`src/rtl/core/ctsch_pkg.sv`:
```
// Package: shared types and constants for the cooperative tick scheduler.
`timescale 1ns / 1ps
`default_nettype none

package ctsch_pkg;

	localparam int MAX_TASKS_DEF = 8;
	localparam int DELAY_W       = 32;
	localparam int PEND_W        = 7;
	localparam int SLOT_W        = 3;
	localparam logic [PEND_W-1:0] PENDING_MAX = 7'd127;

	typedef enum logic [1:0] {
		OP_TICK     = 2'd0,
		OP_DISPATCH = 2'd1,
		OP_ADD      = 2'd2,
		OP_DELETE   = 2'd3
	} op_t;

	typedef enum logic [2:0] {
		ST_IDLE,
		ST_WALK,
		ST_FLUSH,
		ST_FINISH,
		ST_ADD
	} state_t;

	typedef struct packed {
		logic [DELAY_W-1:0] delay;
		logic [DELAY_W-1:0] period;
		logic [PEND_W-1:0]  pending;
	} slot_rec_t;

endpackage

`default_nettype wire

```
`src/rtl/core/cooperative_tick_scheduler.sv`:
```
// Top level: cooperative tick scheduler with a slot table in block memory.
//
// channel   direction  handshake                 payload
// command   in         start & !busy             operation, slot_number, first_delay, run_period
// result    out        result_valid (one cycle)  task_slot, has_task, status, last_result
//
// Tick and dispatch walk the slot memory one entry per cycle (read, update, write back),
// then pass through ST_FLUSH and ST_FINISH; the last result is registered from ST_FINISH.
// Add scans the in-use bits one per cycle and stays busy until a free slot or the last slot.
// Delete completes at once: result next cycle, busy stays low.
// Reset clears the in-use bits; record memory needs no clearing. Results cannot be stalled.
`timescale 1ns / 1ps
`default_nettype none

module cooperative_tick_scheduler import ctsch_pkg::*; #(
	parameter int MAX_TASKS = MAX_TASKS_DEF
) (
	input  wire logic                clk,
	input  wire logic                arst_n,
	input  wire logic                start,
	output logic                     busy,
	input  wire logic [1:0]          operation,
	input  wire logic [SLOT_W-1:0]   slot_number,
	input  wire logic [DELAY_W-1:0]  first_delay,
	input  wire logic [DELAY_W-1:0]  run_period,
	output logic                     result_valid,
	output logic [SLOT_W-1:0]        task_slot,
	output logic                     has_task,
	output logic                     status,
	output logic                     last_result
);

	localparam int IDX_W = (MAX_TASKS > 1) ? $clog2(MAX_TASKS) : 1;
	localparam int EXT_W = IDX_W + SLOT_W;
	localparam logic [IDX_W-1:0] LAST_IDX = IDX_W'(MAX_TASKS - 1);

	state_t state_q, state_d;
	op_t    op_q;

	logic [DELAY_W-1:0]   first_q;
	logic [DELAY_W-1:0]   period_q;
	logic [IDX_W-1:0]     rd_idx_q;
	logic [MAX_TASKS-1:0] in_use_q;
	logic                 valid_s1;
	logic [IDX_W-1:0]     idx_s1;
	logic                 hold_valid_q;
	logic [IDX_W-1:0]     hold_idx_q;

	logic             rd_en, rd_clear, advance, hold_load, use_set, use_clr;
	logic [IDX_W-1:0] use_idx;
	logic             ram_we;
	logic [IDX_W-1:0] ram_waddr;
	slot_rec_t        ram_wdata, ram_rdata;
	logic             emit, emit_has, emit_stat, emit_last;
	logic [IDX_W-1:0] emit_idx;
	logic [EXT_W-1:0] emit_ext, del_ext;
	logic             del_ok;

	ctsch_slot_ram #(
		.DEPTH (MAX_TASKS),
		.IDX_W (IDX_W)
	) u_ram (
		.clk   (clk),
		.we    (ram_we),
		.waddr (ram_waddr),
		.wdata (ram_wdata),
		.re    (rd_en),
		.raddr (rd_idx_q),
		.rdata (ram_rdata)
	);

	assign busy     = (state_q != ST_IDLE);
	assign del_ext  = {{IDX_W{1'b0}}, slot_number};
	assign del_ok   = del_ext < EXT_W'(MAX_TASKS);
	assign emit_ext = {{SLOT_W{1'b0}}, emit_idx};

	always_ff @(posedge clk or negedge arst_n) begin
		if (!arst_n) begin
			state_q <= ST_IDLE;
		end else begin
			state_q <= state_d;
		end
	end

	always_comb begin
		state_d   = state_q;
		rd_en     = 1'b0;
		rd_clear  = 1'b0;
		advance   = 1'b0;
		hold_load = 1'b0;
		use_set   = 1'b0;
		use_clr   = 1'b0;
		use_idx   = rd_idx_q;
		ram_we    = 1'b0;
		ram_waddr = idx_s1;
		ram_wdata = ram_rdata;
		emit      = 1'b0;
		emit_idx  = '0;
		emit_has  = 1'b0;
		emit_stat = 1'b0;
		emit_last = 1'b0;

		// stage 1: read data back from memory, update, write back
		if (valid_s1) begin
			if (op_q == OP_TICK) begin
				if (in_use_q[idx_s1]) begin
					ram_we = 1'b1;
					if (ram_rdata.delay == '0) begin
						ram_wdata.delay = ram_rdata.period - DELAY_W'(1);
						if (ram_rdata.pending != PENDING_MAX) begin
							ram_wdata.pending = ram_rdata.pending + PEND_W'(1);
						end
					end else begin
						ram_wdata.delay = ram_rdata.delay - DELAY_W'(1);
					end
				end
			end else if (in_use_q[idx_s1] && (ram_rdata.pending != '0)) begin
				ram_we            = 1'b1;
				ram_wdata.pending = ram_rdata.pending - PEND_W'(1);
				hold_load         = 1'b1;
				if (hold_valid_q) begin
					emit     = 1'b1;
					emit_idx = hold_idx_q;
					emit_has = 1'b1;
				end
			end
		end

		unique case (state_q)
			ST_IDLE: begin
				if (start) begin
					unique case (op_t'(operation))
						OP_TICK, OP_DISPATCH: begin
							rd_clear = 1'b1;
							state_d  = ST_WALK;
						end
						OP_ADD: begin
							rd_clear = 1'b1;
							state_d  = ST_ADD;
						end
						OP_DELETE: begin
							use_clr   = del_ok;
							use_idx   = del_ext[IDX_W-1:0];
							emit      = 1'b1;
							emit_last = 1'b1;
						end
					endcase
				end
			end
			ST_WALK: begin
				rd_en = 1'b1;
				if (rd_idx_q == LAST_IDX) begin
					state_d = ST_FLUSH;
				end else begin
					advance = 1'b1;
				end
			end
			ST_FLUSH: begin
				state_d = ST_FINISH;
			end
			ST_FINISH: begin
				emit      = 1'b1;
				emit_last = 1'b1;
				if (op_q == OP_DISPATCH && hold_valid_q) begin
					emit_idx = hold_idx_q;
					emit_has = 1'b1;
				end
				state_d = ST_IDLE;
			end
			ST_ADD: begin
				if (!in_use_q[rd_idx_q]) begin
					ram_we    = 1'b1;
					ram_waddr = rd_idx_q;
					ram_wdata = '{delay: first_q, period: period_q, pending: '0};
					use_set   = 1'b1;
					emit      = 1'b1;
					emit_idx  = rd_idx_q;
					emit_has  = 1'b1;
					emit_last = 1'b1;
					state_d   = ST_IDLE;
				end else if (rd_idx_q == LAST_IDX) begin
					emit      = 1'b1;
					emit_stat = 1'b1;
					emit_last = 1'b1;
					state_d   = ST_IDLE;
				end else begin
					advance = 1'b1;
				end
			end
			default: begin
				state_d = ST_IDLE;
			end
		endcase
	end

	always_ff @(posedge clk or negedge arst_n) begin
		if (!arst_n) begin
			in_use_q     <= '0;
			valid_s1     <= 1'b0;
			hold_valid_q <= 1'b0;
			result_valid <= 1'b0;
		end else begin
			valid_s1     <= rd_en;
			result_valid <= emit;
			if (use_set) begin
				in_use_q[use_idx] <= 1'b1;
			end else if (use_clr) begin
				in_use_q[use_idx] <= 1'b0;
			end
			if (rd_clear) begin
				hold_valid_q <= 1'b0;
			end else if (hold_load) begin
				hold_valid_q <= 1'b1;
			end
		end
	end

	always_ff @(posedge clk) begin
		if (start && !busy) begin
			op_q     <= op_t'(operation);
			first_q  <= first_delay;
			period_q <= run_period;
		end
		if (rd_clear) begin
			rd_idx_q <= '0;
		end else if (advance) begin
			rd_idx_q <= rd_idx_q + IDX_W'(1);
		end
		idx_s1 <= rd_idx_q;
		if (hold_load) begin
			hold_idx_q <= idx_s1;
		end
		task_slot   <= emit_ext[SLOT_W-1:0];
		has_task    <= emit_has;
		status      <= emit_stat;
		last_result <= emit_last;
	end

endmodule

`default_nettype wire

```
`src/rtl/core/ctsch_slot_ram.sv`:
```
// Slot record memory: one write port, one read port, registered read data.
`timescale 1ns / 1ps
`default_nettype none

module ctsch_slot_ram import ctsch_pkg::*; #(
	parameter int DEPTH = MAX_TASKS_DEF,
	parameter int IDX_W = 3
) (
	input  wire logic              clk,
	input  wire logic              we,
	input  wire logic [IDX_W-1:0]  waddr,
	input  wire slot_rec_t         wdata,
	input  wire logic              re,
	input  wire logic [IDX_W-1:0]  raddr,
	output slot_rec_t              rdata
);

	slot_rec_t mem [DEPTH];

	always_ff @(posedge clk) begin
		if (we) begin
			mem[waddr] <= wdata;
		end
		if (re) begin
			rdata <= mem[raddr];
		end
	end

endmodule

`default_nettype wire

```
`config.mk`:
```
export PLATFORM = sky130hd
export DESIGN_NAME = cooperative_tick_scheduler
export DESIGN_NICKNAME = d
export VERILOG_FILES = /design/src/rtl/core/ctsch_pkg.sv /design/src/rtl/core/cooperative_tick_scheduler.sv /design/src/rtl/core/ctsch_slot_ram.sv
export SDC_FILE = /design/constraint.sdc
export NUM_CORES = 1
export LEC_CHECK = 0
export BUFFER_PORTS_ARGS = -buffer_cell sky130_fd_sc_hd__buf_4
export CAP_MARGIN = 20
export CORE_AREA = 4 4 163 322
export DETAILED_ROUTE_END_ITERATION = 6
export DIE_AREA = 0 0 167 326
export GPL_ROUTABILITY_DRIVEN = 0
export PLACE_DENSITY_LB_ADDON = 0.05
export SLEW_MARGIN = 20
export SYNTH_ARGS = -nofsm -noshare
export SYNTH_HDL_FRONTEND = slang
export SYNTH_HIERARCHICAL = 1
export SYNTH_SLANG_ARGS = --single-unit
```
`constraint.sdc`:
```
create_clock -name clk -period 9.05 [get_ports clk]
set_input_delay 0.905 -clock clk [delete_from_list [all_inputs] [get_ports clk]]
set_output_delay 0.905 -clock clk [all_outputs]
set_load 0.01 [all_outputs]
```
## Word-level counts from Yosys, hierarchy flattened

Memories as Yosys holds them, arrays and structs flattened. A register that Yosys moved wholly into a read port is not among the register bits.
Cells that the tools add are included.

- $add $sub $neg: 5
- $lt $le $gt $ge: 5
- Eq/ne operators: 14
- Muxes and demuxes: 79
- Bitwise logic cells: 3
- Reduce and logical (&&, ||, !) cells: 17

Operators by type and width:

| cell | count |
|---|---|
| 71-bit 2-to-1 mux | 2 |
| 32-bit 2-to-1 mux | 4 |
| 32-bit by 1-bit subtractor with 32-bit output, second input constant | 2 |
| 3-bit 2-to-1 mux | 15 |
| 7-bit 2-to-1 mux | 6 |
| 1-bit 2-to-1 mux | 40 |
| 32-bit logical NOT | 1 |
| 3-bit by 4-bit less-than comparator with 1-bit output, second input constant | 4 |
| 8-bit 2-to-1 mux | 2 |
| 3-bit case mux with 2 select lines | 2 |
| 3-bit case mux with 4 select lines | 1 |
| 8-bit bitwise AND | 1 |
| 8-bit inverter | 1 |
| 8-bit OR | 1 |
| 7-bit by 1-bit adder with 7-bit output, second input constant | 1 |
| 7-bit != test, second input constant | 1 |
| 7-bit nonzero test | 1 |
| 7-bit by 1-bit subtractor with 7-bit output, second input constant | 1 |
| 1-bit binary-select mux with 3-bit select | 2 |
| 3-bit by 2-bit == test with 1-bit output, second input constant | 2 |
| 3-bit == test, second input constant | 2 |
| 1-bit case mux with 3 select lines | 2 |
| 2-bit by 1-bit == test with 1-bit output, second input constant | 2 |
| 2-bit == test, second input constant | 2 |
| other kinds (18) | 25 |

- Register bits after elaboration: 95
- RAM bits: 568
- Input bits: 72
- Output and inout port bits: 8
- Word-level logic and storage cells: 139
- Memories kept: 1

Memories:

| memory | depth | bits a word | rd ports | clocked after memory_dff | wr ports | RTL line | RTL |
|---|---|---|---|---|---|---|---|
| u_ram.mem | 8 | 71 | 1 | 1 | 1 | ctsch_slot_ram.sv:18 | `slot_rec_t mem [DEPTH];` |

## Longest topological paths before layout

- Depth after elaboration: 12
- Depth in mapped cells: 15
- Gate-level depth less buffers: 12

## By module

The synthesis kept the hierarchy.

Modules (own cells, without submodules):

| module | instances | cells an instance | area an instance (µm²) | sequential area each (µm²) |
|---|---|---|---|---|
| ctsch_slot_ram | 1 | 905 | 23481.3 | 19188.4 |
| cooperative_tick_scheduler | 1 | 756 | 6282.3 | 2662.6 |

## Worst setup path after synthesis

No wires, ideal clock.

- Kind: register to register
- From: reg rd_idx_q[1]
- To: mem u_ram/mem[0][0] (netlist bit) (enable)
- Library setup time: 587 ps
- Arrival: 7166 ps
- Required time: 8463 ps
- Path slack: 1297 ps
- Cell stages (with the launch flop): 10
- Path buffers: 3
- Clock period less this slack: 7753 ps
- Cells stage by stage: dfxtp_1 -> clkbuf_1 -> mux4_2 -> mux2_2 -> or2_0 -> clkbuf_1 -> clkbuf_1 -> nand2_1 -> nand2_1 -> nor3_1

- Elaborated cells on any way between the ends: 8
- Those cells by class: mux (8)

RTL lines:

| item | RTL line | RTL |
|---|---|---|
| start: declaration | cooperative_tick_scheduler.sv:42 | `logic [IDX_W-1:0] rd_idx_q;` |
| start signal: assignment | cooperative_tick_scheduler.sv:227 | `rd_idx_q <= rd_idx_q + IDX_W'(1);` |
| 1-bit binary-select mux with 3-bit select | cooperative_tick_scheduler.sv:171 | `if (!in_use_q[rd_idx_q]) begin` |
| 1-bit 2-to-1 mux (not written as such) | cooperative_tick_scheduler.sv:171 |  |
| 3-bit 2-to-1 mux * | cooperative_tick_scheduler.sv:171 |  |
| 3-bit 2-to-1 mux * | cooperative_tick_scheduler.sv:129 | `unique case (state_q)` |
| via ram_waddr[1] | cooperative_tick_scheduler.sv:52 | `logic [IDX_W-1:0] ram_waddr;` |
| end: declaration | ctsch_slot_ram.sv:18 |  |

Mark *: on every way through the listed nets, which the timed path passes. The rest lies on a longest branch. The select of a mux whose other input is x is not followed.

## Final worst setup path

- From: reg rd_idx_q[0]
- To: mem u_ram/mem[1][15] (netlist bit) (enable)

Same word-level chain as after synthesis.

==> reports/metrics.cfg <==
[status]
outcome = completed

[power]
vdd_ir_drop_max_mv = 0.275
powerDensity_mw_per_mm2 = 332
p_leak_nw = 10.5

[global_routing]
grt_pass1_vias = 16800
grt-ovfl-total = 0
grt_usage = 0.252
grt_max_degree = 67
antenna_found_initial = 0
grt_first_pass_wirelength_um = 103000

[route]
drt_iter0_markers = 1547
via_count = 16000
drc_errors = 0
firstDrtPassIters = 6
viasPerCell = 6.53
wl_per_cell_um = 28.0
totalWireLength_um = 68500
antenna_left = 0

[yosys]
synth-compound-area-share = 0.0463
syn_nets = 1739
synthCells = 1661
avgSynthCellArea_um2 = 17.9
netlist_area_mm2 = 0.0298
ys_seq_elements = 734
synth-xor-area-share = 0.00177
synth_top_family_by_area = multiplexers
yosys_warnings = 6
async_reset_ff_frac = 0.0191
yosys.area_share.simple = 0.0602
synth_enable_flop_cells = 708
synth_mux_area_frac = 0.140
synth_fa_ha_area_frac = 0.00252
seq_area_frac_synth = 0.734
ys_types = 71
ys_dominant_reg_cell = edfxtp_1

[sta]
fin_crit_sh = 0.605
hold_slack_ps = 141
skew_ps = 15.3
setup_tns_ps = 0
rsz0062_at_grt = false
relSlewSlack = 0.297
fmax_ghz = 0.183
min_period_ps = 5470
worst_pin_slew_ps = 1050
setup_viol = 0
slew_viol_final = 0
hold_viol_final = 0

[critical_path]
cp-end-kind = flop
critical_path.max_stage_delay_ps = 860
cp.arrival_ps = 5710
cp_max_fo = 50
crit_chain = mux4_2 > mux2_2 > or2_2 > buf_4 > nand2_1 > nand2_1 > nand2b_1 > nor2_4 > buf_4
worstSetupPathType = flop to flop
path_delay_family = simple AND/OR/NAND/NOR gates
cp.required_ps = 9290
critPathBufInv = 2
cp_slowest_cell = dfxtp_4
worstSetupStartpointType = flop

[finish]
final_area_mm2 = 0.0330
final_common_cell = edfxtp_1
drive_gt1_frac = 0.242
area_growth_pct = 11.0
nets = 1829
final_util = 0.660
final_cell_mix = edfxtp_1, nand2_1, mux4_2
n_antenna_cell = 0

[clock_tree]
root_buffer = clkbuf_16
clock-sinks = 734
clock_latency_ps = 620
cts_resized = 0
cts_tree = yes
holdBufCountCts = 0
clk_path_buf_depth = 3
htreeDepth = 2
clk_pin_slew_ps = 70
post-cts-setup-buffers = 0
numCtsBuffers = 60

[floorplan]
dieWidth_um = 167
chipHeight_um = 326
initial_core_util = 0.594
rows = 116
num_io_pins = 80
die-area_mm2 = 0.0544
design.core.area_mm2 = 0.0501

[run]
drv_cap = 0

[place]
dp_hpwl_um = 40800
io_buffers = 79
dpl_cell_area_mm2 = 0.0311

[worst_hold_path]
worstHoldPathType = input pin to asynchronous set/reset pin

-- cell usage after synthesis (9+ instances only) --
library cell,count,area share
mux4_2,146,0.11
a211oi_1,9,0.0023
clkbuf_1,52,0.0066
o21ai_0,50,0.0084
nor4_1,15,0.0032
buf_2,16,0.0027
nand3_1,21,0.0035
edfxtp_1,708,0.71
dfrtp_1,14,0.012
buf_6,9,0.0034
a21oi_1,62,0.010
o22ai_1,11,0.0023
inv_1,16,0.0020
nand2_1,173,0.022
nor3_1,24,0.0040
o31ai_1,14,0.0035
dfxtp_1,12,0.0081
nor2_1,74,0.0093
mux2_2,73,0.028
-- cell families (layout without fill, tap and decap cells) --
logic type                 count (synthesis)  in the layout
xor gates and xnor gates                   6              6
DFF                                      734            734
adders and majority gates                  6              6
and+or+nand+nor                          381            381
buffers and inverters                     95            233
AOI/OAI and AO/OA                        214            214
muxes                                    225            225
-- path summary, 6_finish.rpt --
kind                            cells past startpoint                startpoint  slack (ps)                          to
worst max-delay path                                9  rd_idx_q[0]$_SDFFE_PP0P_        3580  u_ram/mem[1][15]$_DFFE_PP_
max in group asynchronous                           1                    arst_n        8710    hold_valid_q$_DFFE_PN0P_
worst min-delay path                                1                    arst_n         140  asynchronous set/reset pin
min in group clk                                    1           first_delay[31]         460       first_q[31]$_DFFE_PP_
worst min register to register                      1   hold_idx_q[2]$_DFFE_PP_         470        task_slot[2]$_DFF_P_
worst max register to register                      9  rd_idx_q[0]$_SDFFE_PP0P_        3580  u_ram/mem[1][15]$_DFFE_PP_
-- registers in the layout, indices dropped and copies added, names as in the netlist, 32 cells and up, named ones only --
| name | flops |
|---|---|
| u_ram/mem | 568 |
| first_q | 32 |
| u_ram/rdata | 71 |
| period_q | 32 |
-- per-layer routing --
layer  share of wire  up-vias  wire (µm)  GRT usage
met4           0.041        0       2780     0.0992
met5               0        -          0          0
met2            0.54      618      36900      0.452
met3           0.055      139       3750     0.0299
met1            0.37     8325      25100      0.315
li1                -     6903          -          -
-- final cells by class --
type	instances	area, µm²
Sequential cell	734	21900
Fill cell	3416	17000
Multi-Input combinational cell	832	7550
Clock buffer	73	1570
Tap cell	649	812
Timing Repair Buffer	107	803
Clock inverter	37	374
Inverter	16	61.3
-- per-stage QoR --
step                worst slack, ps  power, mW  std cells
CTS                            3500       11.1       2447
floorplan                      1300       7.41       1661
finish                         3580       11.0       2448
global placement               3660       8.35       2337
detailed placement             3520       8.46       2337
global route                   3240       11.4       2448
-- power by group --
part	switching [mW]	internal (mW)	total, mW
registers	0.590	4.97	5.56
logic	1.68	1.14	2.82
clock network	1.15	1.44	2.59
-- worst reg2reg max path: stages, from the launching register on --
cell and delay [ps]:
dfxtp_4 860, mux4_2 400, mux2_2 240, or2_2 760, buf_4 580, nand2_1 180, nand2_1 210, nand2b_1 180
nor2_4 750, buf_4 860
Power figures use the tool's default switching activity.
